<file path="config.mk">
export PLATFORM = sky130hd
export DESIGN_NAME = polyphase_2x_interpolator_fir
export DESIGN_NICKNAME = d
export VERILOG_FILES = /design/src/design/pinterp_pkg.sv /design/src/design/pinterp_hist.sv /design/src/design/pinterp_mac.sv /design/src/design/polyphase_2x_interpolator_fir.sv
export SDC_FILE = /design/constraint.sdc
export NUM_CORES = 2
export LEC_CHECK = 0
export BUFFER_PORTS_ARGS = -buffer_cell sky130_fd_sc_hd__buf_2
export CAP_MARGIN = 10
export CORE_MARGIN = 3
export CORE_UTILIZATION = 55
export DETAILED_ROUTE_END_ITERATION = 7
export PLACE_DENSITY = 0.72
export SLEW_MARGIN = 25
export SYNTH_ARGS = -nofsm -noshare
export SYNTH_HDL_FRONTEND = slang
export SYNTH_SLANG_ARGS = --single-unit
</file>
<file path="constraint.sdc">
create_clock -name clock -period 10.6 [get_ports clock]
set_input_delay 0.53 -clock clock [delete_from_list [all_inputs] [get_ports clock]]
set_output_delay 0.53 -clock clock [all_outputs]
set_load 0.03 [all_outputs]
</file>
<file path="src/design/pinterp_pkg.sv">
// shared types, constants and coefficient table for the 2x polyphase interpolator
// no dependencies
package pinterp_pkg;

   // field and datapath widths
   localparam int SAMPLE_W  = 16;
   localparam int COEF_FRAC = 16;
   localparam int COEF_W    = 18;
   localparam int DIGIT_W   = 8;
   localparam int PROD_W    = COEF_W + DIGIT_W + 1;
   localparam int ACC_W     = 40;
   localparam int RND_W     = ACC_W - COEF_FRAC;

   // polyphase geometry: 24 even taps, center tap on the odd phase
   localparam int TAP_COUNT    = 47;
   localparam int HIST_DEPTH   = (TAP_COUNT + 1) / 2;
   localparam int CENTER_DELAY = (TAP_COUNT - 3) / 4;
   localparam int TAP_IDX_W    = $clog2(HIST_DEPTH + 2);

   localparam logic [TAP_IDX_W-1:0] FIRST_TAP    = '0;
   localparam logic [TAP_IDX_W-1:0] LAST_EVEN    = TAP_IDX_W'(HIST_DEPTH - 1);
   localparam logic [TAP_IDX_W-1:0] CENTER_TAP   = TAP_IDX_W'(HIST_DEPTH);
   localparam logic [TAP_IDX_W-1:0] DONE_TAP     = TAP_IDX_W'(HIST_DEPTH + 1);
   localparam logic [TAP_IDX_W-1:0] CAPTURE_TAP  = TAP_IDX_W'(CENTER_DELAY);

   // control toward the delay line
   typedef struct packed {
      logic load;      // shift a new sample in at the head
      logic rotate;    // circular step, head moves to the tail
      logic capture;   // keep the head as the center-tap sample
   } hist_ctrl_type;

   // control toward the digit-serial multiply-accumulate
   typedef struct packed {
      logic clear;     // zero the accumulator
      logic acc_en;    // add one digit product
      logic digit_hi;  // upper (signed) digit of the operand
      logic take_abs;  // latch magnitude and sign for rounding
   } mac_ctrl_type;

   // signed Q2.16 taps; even phase at 0..23, center tap at 24
   function automatic logic signed [COEF_W-1:0] coef_lookup(
      input logic [TAP_IDX_W-1:0] idx);
      logic signed [COEF_W-1:0] c;
      case (idx)
         5'd0:    c = -18'sd145;
         5'd1:    c = 18'sd193;
         5'd2:    c = -18'sd323;
         5'd3:    c = 18'sd555;
         5'd4:    c = -18'sd914;
         5'd5:    c = 18'sd1434;
         5'd6:    c = -18'sd2170;
         5'd7:    c = 18'sd3221;
         5'd8:    c = -18'sd4805;
         5'd9:    c = 18'sd7491;
         5'd10:   c = -18'sd13392;
         5'd11:   c = 18'sd41587;
         5'd12:   c = 18'sd41587;
         5'd13:   c = -18'sd13392;
         5'd14:   c = 18'sd7491;
         5'd15:   c = -18'sd4805;
         5'd16:   c = 18'sd3221;
         5'd17:   c = -18'sd2170;
         5'd18:   c = 18'sd1434;
         5'd19:   c = -18'sd914;
         5'd20:   c = 18'sd555;
         5'd21:   c = -18'sd323;
         5'd22:   c = 18'sd193;
         5'd23:   c = -18'sd145;
         5'd24:   c = 18'sd65606;
         default: c = '0;
      endcase
      return c;
   endfunction

endpackage

</file>
<file path="src/design/pinterp_hist.sv">
// rotating input delay line with center-tap capture
// depends on pinterp_pkg
module pinterp_hist
   import pinterp_pkg::*;
(
   input  logic                       clock,
   input  logic                       reset,
   input  hist_ctrl_type              ctrl,
   input  logic signed [SAMPLE_W-1:0] sample_in,
   output logic signed [SAMPLE_W-1:0] head,
   output logic signed [SAMPLE_W-1:0] center
);

   logic signed [SAMPLE_W-1:0] hist_ff [HIST_DEPTH];
   logic signed [SAMPLE_W-1:0] hist_in [HIST_DEPTH];
   logic signed [SAMPLE_W-1:0] center_ff;

   // next contents: push at head, or rotate head to tail
   always_comb begin
      for (int i = 0; i < HIST_DEPTH; i++) begin
         hist_in[i] = hist_ff[i];
      end
      if (ctrl.load) begin
         hist_in[0] = sample_in;
         for (int i = 1; i < HIST_DEPTH; i++) begin
            hist_in[i] = hist_ff[i-1];
         end
      end else if (ctrl.rotate) begin
         for (int i = 0; i < HIST_DEPTH - 1; i++) begin
            hist_in[i] = hist_ff[i+1];
         end
         hist_in[HIST_DEPTH-1] = hist_ff[0];
      end
   end

   // delay line, cleared at reset
   always_ff @(posedge clock) begin
      if (reset) begin
         for (int i = 0; i < HIST_DEPTH; i++) begin
            hist_ff[i] <= '0;
         end
      end else begin
         for (int i = 0; i < HIST_DEPTH; i++) begin
            hist_ff[i] <= hist_in[i];
         end
      end
   end

   // center-tap sample for the odd phase
   always_ff @(posedge clock) begin
      if (ctrl.capture) begin
         center_ff <= hist_ff[0];
      end
   end

   assign head   = hist_ff[0];
   assign center = center_ff;

endmodule

</file>
<file path="src/design/pinterp_mac.sv">
// digit-serial multiply-accumulate, byte digits, with round and saturate
// depends on pinterp_pkg
module pinterp_mac
   import pinterp_pkg::*;
(
   input  logic                       clock,
   input  mac_ctrl_type               ctrl,
   input  logic signed [SAMPLE_W-1:0] operand,
   input  logic signed [COEF_W-1:0]   coef,
   output logic signed [SAMPLE_W-1:0] result
);

   logic signed [DIGIT_W:0]  digit;
   logic signed [PROD_W-1:0] product;
   logic signed [ACC_W-1:0]  prod_ext;
   logic signed [ACC_W-1:0]  addend;
   logic signed [ACC_W-1:0]  acc_ff;
   logic signed [ACC_W-1:0]  acc_in;
   logic [ACC_W-1:0]         mag_ff;
   logic                     neg_ff;
   logic [ACC_W-1:0]         mag_rnd;
   logic [RND_W-1:0]         rnd;

   // low digit is unsigned, high digit carries the sign
   assign digit = ctrl.digit_hi ? {operand[SAMPLE_W-1], operand[SAMPLE_W-1:DIGIT_W]}
                                : {1'b0, operand[DIGIT_W-1:0]};

   assign product  = coef * digit;
   assign prod_ext = {{(ACC_W-PROD_W){product[PROD_W-1]}}, product};
   assign addend   = ctrl.digit_hi ? (prod_ext <<< DIGIT_W) : prod_ext;

   // accumulator
   always_comb begin
      acc_in = acc_ff;
      if (ctrl.clear) begin
         acc_in = '0;
      end else if (ctrl.acc_en) begin
         acc_in = acc_ff + addend;
      end
   end

   always_ff @(posedge clock) begin
      acc_ff <= acc_in;
   end

   // magnitude and sign for round half away from zero
   always_ff @(posedge clock) begin
      if (ctrl.take_abs) begin
         neg_ff <= acc_ff[ACC_W-1];
         mag_ff <= acc_ff[ACC_W-1] ? ACC_W'(-acc_ff) : ACC_W'(acc_ff);
      end
   end

   assign mag_rnd = mag_ff + (ACC_W'(1) << (COEF_FRAC - 1));
   assign rnd     = mag_rnd[ACC_W-1:COEF_FRAC];

   // saturate to the 16-bit range
   always_comb begin
      if (neg_ff) begin
         if (rnd > RND_W'(32768)) begin
            result = 16'sh8000;
         end else begin
            result = SAMPLE_W'(-$signed(rnd[SAMPLE_W-1:0]));
         end
      end else begin
         if (rnd > RND_W'(32767)) begin
            result = 16'sh7fff;
         end else begin
            result = $signed(rnd[SAMPLE_W-1:0]);
         end
      end
   end

endmodule

</file>
<file path="src/design/polyphase_2x_interpolator_fir.sv">
// 2x polyphase FIR interpolator, top level: sequencer and result register
// per input: the 24 even taps, each as a low and a high byte digit, then rounding and the even beat;
// then the center tap, as two byte digits, rounding and the odd beat; req_stall stays high until
// the odd beat is in the result register, so no new input is taken before then
// reset (synchronous, active high) clears the delay line, sequencer and result valid
module polyphase_2x_interpolator_fir
   import pinterp_pkg::*;
(
   input  logic                       clock,
   input  logic                       reset,
   input  logic                       req_valid,
   output logic                       req_stall,
   input  logic signed [SAMPLE_W-1:0] req_sample_in,
   output logic                       rsp_valid,
   input  logic                       rsp_stall,
   output logic signed [SAMPLE_W-1:0] rsp_sample_out,
   output logic                       rsp_second_of_pair
);

   localparam logic [1:0] ST_IDLE = 2'd0;
   localparam logic [1:0] ST_MAC  = 2'd1;
   localparam logic [1:0] ST_ABS  = 2'd2;
   localparam logic [1:0] ST_EMIT = 2'd3;

   logic [1:0]                 state_ff, state_in;
   logic [TAP_IDX_W-1:0]       tap_ff, tap_in;
   logic                       phase_ff, phase_in;
   logic                       rsp_valid_ff, rsp_valid_in;
   logic signed [SAMPLE_W-1:0] rsp_sample_ff;
   logic                       rsp_second_ff;
   logic                       accept;
   logic                       out_free;
   logic                       emit;
   logic                       second;
   hist_ctrl_type              hctrl;
   mac_ctrl_type               mctrl;
   logic signed [SAMPLE_W-1:0] head;
   logic signed [SAMPLE_W-1:0] center;
   logic signed [SAMPLE_W-1:0] operand;
   logic signed [SAMPLE_W-1:0] result;

   assign req_stall = (state_ff != ST_IDLE);
   assign accept    = req_valid && !req_stall;
   assign out_free  = !rsp_valid_ff || !rsp_stall;
   assign second    = (tap_ff == DONE_TAP);
   assign emit      = (state_ff == ST_EMIT) && out_free;
   assign operand   = (tap_ff == CENTER_TAP) ? center : head;

   // sequencer
   always_comb begin
      state_in = state_ff;
      tap_in   = tap_ff;
      phase_in = phase_ff;
      hctrl    = '0;
      mctrl    = '0;
      mctrl.digit_hi = phase_ff;
      case (state_ff)
         ST_IDLE: begin
            if (accept) begin
               hctrl.load  = 1'b1;
               mctrl.clear = 1'b1;
               tap_in      = FIRST_TAP;
               phase_in    = 1'b0;
               state_in    = ST_MAC;
            end
         end
         ST_MAC: begin
            mctrl.acc_en = 1'b1;
            phase_in     = !phase_ff;
            if (phase_ff) begin
               tap_in = tap_ff + 1'b1;
               if (tap_ff != CENTER_TAP) begin
                  hctrl.rotate = 1'b1;
               end
               if (tap_ff == CAPTURE_TAP) begin
                  hctrl.capture = 1'b1;
               end
               if (tap_ff == LAST_EVEN || tap_ff == CENTER_TAP) begin
                  state_in = ST_ABS;
               end
            end
         end
         ST_ABS: begin
            mctrl.take_abs = 1'b1;
            state_in       = ST_EMIT;
         end
         ST_EMIT: begin
            if (out_free) begin
               if (second) begin
                  state_in = ST_IDLE;
               end else begin
                  mctrl.clear = 1'b1;
                  phase_in    = 1'b0;
                  state_in    = ST_MAC;
               end
            end
         end
         default: begin
            state_in = ST_IDLE;
         end
      endcase
   end

   always_ff @(posedge clock) begin
      if (reset) begin
         state_ff <= ST_IDLE;
         tap_ff   <= FIRST_TAP;
         phase_ff <= 1'b0;
      end else begin
         state_ff <= state_in;
         tap_ff   <= tap_in;
         phase_ff <= phase_in;
      end
   end

   // result register, holds a beat while stalled
   assign rsp_valid_in = emit || (rsp_valid_ff && rsp_stall);

   always_ff @(posedge clock) begin
      if (reset) begin
         rsp_valid_ff <= 1'b0;
      end else begin
         rsp_valid_ff <= rsp_valid_in;
      end
   end

   always_ff @(posedge clock) begin
      if (emit) begin
         rsp_sample_ff <= result;
         rsp_second_ff <= second;
      end
   end

   assign rsp_valid          = rsp_valid_ff;
   assign rsp_sample_out     = rsp_sample_ff;
   assign rsp_second_of_pair = rsp_second_ff;

   pinterp_hist u_hist (
      .clock     (clock),
      .reset     (reset),
      .ctrl      (hctrl),
      .sample_in (req_sample_in),
      .head      (head),
      .center    (center)
   );

   pinterp_mac u_mac (
      .clock   (clock),
      .ctrl    (mctrl),
      .operand (operand),
      .coef    (coef_lookup(tap_ff)),
      .result  (result)
   );

endmodule

</file>
* Word level (Yosys, flattened, before mapping)
Memory sizes are Yosys's and may differ from the RTL's. A register that Yosys moved wholly into a read port is not among the register bits.
Cells that the tools add are included.
** Cells by class
- Add/subtract/negate cells :: 5
- Multiply operators :: 1
- Magnitude comparators :: 2
- Equal/unequal tests :: 13
- Multiplexer cells :: 62
- Bitwise logic cells :: 24
- Reduce and logical (&&, ||, !) cells :: 17
** Operators by type and width (count)
- $mux 384 :: 2
- $mux 16 :: 28
- $add 40x16->40 const B :: 1
- $add 40x35->40 :: 1
- $neg 40->40 :: 1
- $mux 39 :: 1
- $mux 34 :: 1
- $mul 18x9->27 :: 1
- $gt 24x15->1 const B :: 1
- $gt 24x16->1 const B :: 1
- $or 1x1->1 :: 24
- $mux 5 :: 4
- $neg 16->16 :: 1
- $eq 5x5->1 const B :: 3
- $mux 1 :: 15
- $mux 2 :: 6
- $ne 2x2->1 const B :: 5
- $pmux 5 s2 :: 1
- $mux 9 :: 1
- $pmux 2 s4 :: 1
- $reduce_and 4->1 :: 2
- $add 5x1->5 const B :: 1
- $eq 5x4->1 const B :: 1
- $ne 5x5->1 const B :: 1
- 11 further kinds :: 20
** Storage, ports and cells
- Flip-flop bits (word level) :: 123
- RAM bits :: 384
- Memory bits (read-only) :: 576
- Input port bits :: 20
- Word-level logic and storage cells :: 137
- Memories :: 2
** Memories
- (name not given) :: depth 32, width 18, read ports 1, clocked after Yosys merged registers in 1, wr ports 0, line pinterp_pkg.sv:45 : case (idx)
- u_hist.hist_ff :: depth 24, width 16, read ports 24, clocked after Yosys merged registers in 0, wr ports 24, line pinterp_hist.sv:14 : logic signed [SAMPLE_W-1:0] hist_ff [HIST_DEPTH];

* Depth between registers and ports, before layout
- Word-level depth :: 7
- Mapped depth :: 37
- Gate-level depth less buffers :: 36

* Cells and area by module
Synthesis repeated with hierarchy kept, for this count alone.
** Unflattened totals
- Cells, all modules :: 3363
- Area, all modules :: 32701.4 µm²
** By module, submodules not included
- pinterp_hist :: times used 1, cells an instance 1740, area each 18560.3 µm²
- pinterp_mac :: times used 1, cells an instance 1342, area each 11497.3 µm²
- polyphase_2x_interpolator_fir :: times used 1, cells an instance 281, area each 2643.8 µm²

* Worst setup path after synthesis
Ideal clock, no wire load.
- Path type :: register -> register
- Start :: register tap_ff[0]
- End :: register u_mac.acc_ff[36]
- Setup time :: 0.064 ns
- Arrival time :: 8.449 ns
- Required time :: 10.536 ns
- Path slack :: 2.087 ns
- Stages on the path, launching flop included :: 34
- Period minus slack after synthesis :: 8.513 ns
- Cell sequence :: dfxtp_1 > inv_1 > ha_1 > nand3_1 > mux2_2 > nand2_1 > clkbuf_1 > clkbuf_1 > nor2_1 > fa_1 > fa_1 > fa_1 > fa_1 > ha_1 > ha_1 > a21o_1 > nand2_1 > o211ai_1 > a41o_1 > a31oi_1 > o21ai_0 > xnor2_1 > mux2_2 > ha_1 > clkbuf_1 > a21o_1 > a21o_1 > a21oi_1 > nor2_1 > or3b_1 > a41oi_1 > o21bai_1 > or4_1 > nand4_1
** On the way
- Word-level cells in the longest chain between the ends :: 6
** Ends and longest elaborated chain
- from (decl) :: line polyphase_2x_interpolator_fir.sv:26 : logic [TAP_IDX_W-1:0] tap_ff, tap_in;
- from (signal assigned) :: line polyphase_2x_interpolator_fir.sv:111 : tap_ff <= tap_in;
- $eq 5x5->1 :: line polyphase_2x_interpolator_fir.sv:47 : assign operand = (tap_ff == CENTER_TAP) ? center : head;
- $mux 16 :: line polyphase_2x_interpolator_fir.sv:47
- $mux 9 :: line pinterp_mac.sv:25 : assign digit = ctrl.digit_hi ? {operand[SAMPLE_W-1], operand[SAMPLE_W-1:DIGIT_W]}
- $mul 18x9->27 :: line pinterp_mac.sv:28 : assign product = coef * digit;
- $mux 34 :: line pinterp_mac.sv:30 : assign addend = ctrl.digit_hi ? (prod_ext <<< DIGIT_W) : prod_ext;
- $add 40x35->40 :: line pinterp_mac.sv:38 : acc_in = acc_ff + addend;
- to (signal assigned) :: line pinterp_mac.sv:43 : acc_ff <= acc_in;
- to (decl) :: line pinterp_mac.sv:17 : logic signed [ACC_W-1:0] acc_ff;
Several ways; a longest one is shown, not always the timed one.
A chain may end at the register's enable or synchronous reset.

* Worst setup path after layout
Ends and elaborated chain as after synthesis.

==> summary.txt <==
Synth
  • Post-synthesis area per instance: 8.15 um2
  • Post-synth cell types: just over 80
  • Synth warn: 0
  • Ys flop type: dfxtp_1
  • Post-synth EDFFs: a little under 60
  • Synth async-reset ratio: 0%
  • Seq/Total Area, Yosys: a little over a third
  • Netlist Area Pre-Place: 0.0307 mm2
  • Post-Synthesis Cells: 3,765
  • Synthesized net count: 4,032
  • Post-synthesis register bit count: 509

Floorplanning
  • Die height: around 240 um
  • Overall die width: about 240 um
  • Core area: 0.0545 mm2
  • Die footprint: roughly 0.059 mm2
  • Initial Util: 56.3%
  • I/O pins: 39
  • FP Rows: 85

Timing
  • Fmax: 108 MHz
  • Crit path time final: 9.30 ns
  • Setup TNS: 0 ns
  • Tightest Pin Transition: roughly 1 ns
  • Period utilization: 87.7%
  • Final Setup Violations: 0
  • Hold Slack: 0.175 ns
  • Unrepaired setup endpoints after global routing: false
  • Clock Skew: 0.0404 ns
  • Fin. Hold Viols: 0
  • Relative slew slack: 34.6%
  • Final Slew Violations: 0

Layout
  • Inserted Diodes: 0
  • Final nets: 3,867
  • Area growth, synth to finish: 7.08%
  • Fillers: roughly 4.9k
  • Reg area: 0.0108 mm2
  • Final core occ: 60.3%
  • Share of layout cells above drive strength 1: 5.68%
  • Multi-input gate area: about 0.018 mm2
  • Most frequent cells in the layout: nand2_1, nor2_1, dfxtp_1
  • Most common cell after layout, fill and taps aside: nand2_1

Clock network
  • CTS Buf Count: 54
  • Post-CTS Setup Inserts: 0
  • Max clock buf depth: 3
  • Clk Latency, worst-skew pair: 0.62 ns
  • Post-CTS sizing: 0
  • Clk sink count: 509
  • H-Tree Depth: 2
  • Clock transition at the registers of the reported paths: 0.06 ns
  • CTS Hold Bufs: 0
  • CTS tree: yes
  • Clock Tree Root: clkbuf_16

Worst setup path
  • Worst setup EP type: register
  • Most common cell on crit path: fa_1
  • WP data arrival: slightly below 10 ns
  • WS Path Type: register to register
  • Worst setup SP type: register
  • CP required: 11.13 ns
  • CP max-delay cell: fa_1
  • CP max FO: 20
  • Worst path max stage delay: between 0.5 and 0.6 ns

GRT
  • Grt total ovfl: 0
  • Vias in the first global route: around 23k
  • Largest net degree at the start of global routing: 293
  • Gr usage total: 21.8%
  • Initial antenna violation count: 0
  • Global-route wire length before repair: 112,000 um

Routing
  • Wirelength per Cell: about 15 um
  • Residual DRC: 0
  • Routed via count: 25.4k
  • Routed WL: 65,200 um
  • Antenna Violating Nets Remaining: 0
  • DRT Pass-1 Iters: 5
  • Routed vias/inst: ~5.8
  • DR iter-0 viols: a little over 2k

Place
  • Dpl hpwl: 42,700 um
  • Port bufs: 38
  • Placer's final routability congestion estimate: 0.894

Min path
  • HP Class: primary input to register

Job
  • Max_cap viols: 0

Status
  • Status: complete, no violations
path summary, 6_finish.rpt:
check	from	to	slack (ns)	cells past startpoint
min	req_sample_in[8]	u_hist.hist_ff[0][8]$_SDFFE_PP0P_	0.17	3
max	tap_ff[0]$_SDFFE_PP0P_	u_mac.acc_ff[36]$_SDFFE_PP0P_	1.30	36
min reg2reg	u_hist.hist_ff[2][121]$_SDFFE_PP0P_	u_hist.hist_ff[2][105]$_SDFFE_PP0P_	0.46	2
max reg2reg	tap_ff[0]$_SDFFE_PP0P_	u_mac.acc_ff[36]$_SDFFE_PP0P_	1.30	36
final cells by class:
class                      count  share of cell area [%]
clock buffer                  76                    4.61
multi-input combinational   2832                    55.8
timing repair buffer          63                    1.41
clock inverter                25                   0.922
tap                          739                    2.82
sequential                   509                    32.8
inverter                     140                    1.60
through the flow:
stage | std cells | area, um2 | setup WS (ns)
after CTS | 4382 | 32800 | 1.36
after floorplan | 3765 | 30700 | 2.09
after global placement | 4281 | 30900 | 1.51
after global routing | 4384 | 32800 | 0.706
after detailed placement | 4281 | 31000 | 1.41
final | 4384 | 32800 | 1.30
synth_stat cells, types with 9 or more instances:
library cell  count  area share (%)
and3_1           17            0.35
nor2b_1          16            0.33
nand2b_1         14            0.29
nand3b_1         11            0.27
a211oi_1         15            0.37
o31ai_1           9            0.22
nor2_1          488             6.0
inv_1           138             1.7
nand4_1          20            0.41
fa_1            134             8.7
nand3_1          49            0.80
o21ai_0          78             1.3
a311oi_1        386              11
nor4_1            9            0.18
nand2_1         951              12
dfxtp_1         450              29
a21oi_1          78             1.3
mux2i_1          34             1.1
ha_1            113             4.6
clkbuf_1        263             3.2
xnor2_1          68             1.9
edfxtp_1         59             5.8
a21o_1           28            0.69
or2_2            14            0.29
a31oi_1          12            0.24
xor2_1           28            0.80
o21bai_1         18            0.44
nor3_1           22            0.36
and2_1           84             1.7
buf_1            18            0.22
o211ai_1         10            0.24
state kept, by name, summed over array words and instances (netlist names), 2 cells and up:
name            cells
rsp_sample_out     16
state_ff            2
tap_ff              5
u_hist.center      16
u_hist.hist_ff    384
u_mac.acc_ff       40
u_mac.coef         17
u_mac.mag_ff       25
per-layer routing:
layer  GRT usage [%]  share of wire, %
met5               0                 0
met4            4.97               1.7
met3            2.63               4.1
met2            33.3                45
met1            32.9                50
worst max-delay path: cells and delay by family, from the launching register on:
kind	cells	cell delay [ns]
buf+inv	7	0.86
mux	2	0.64
simple gates	7	1.32
fa+ha+maj	8	3.45
xor+xnor	1	0.19
flops	1	0.45
compound gates	11	2.30
cells by family (layout without fill, tap and decap cells):
family / after synthesis / count (layout) / synth area share (%)
adders and majority gates: 247 / 247 / 13.4
DFF: 509 / 509 / 35.2
AOI/OAI and AO/OA: 704 / 704 / 17.8
muxes: 46 / 46 / 1.81
buffers and inverters: 424 / 304 / 5.22
xor gates and xnor gates: 98 / 98 / 2.87
and+or+nand+nor: 1737 / 1737 / 23.8
Power is not shown: default switching activity piles up to over one toggle a cycle in this logic, so the estimate is an artifact.
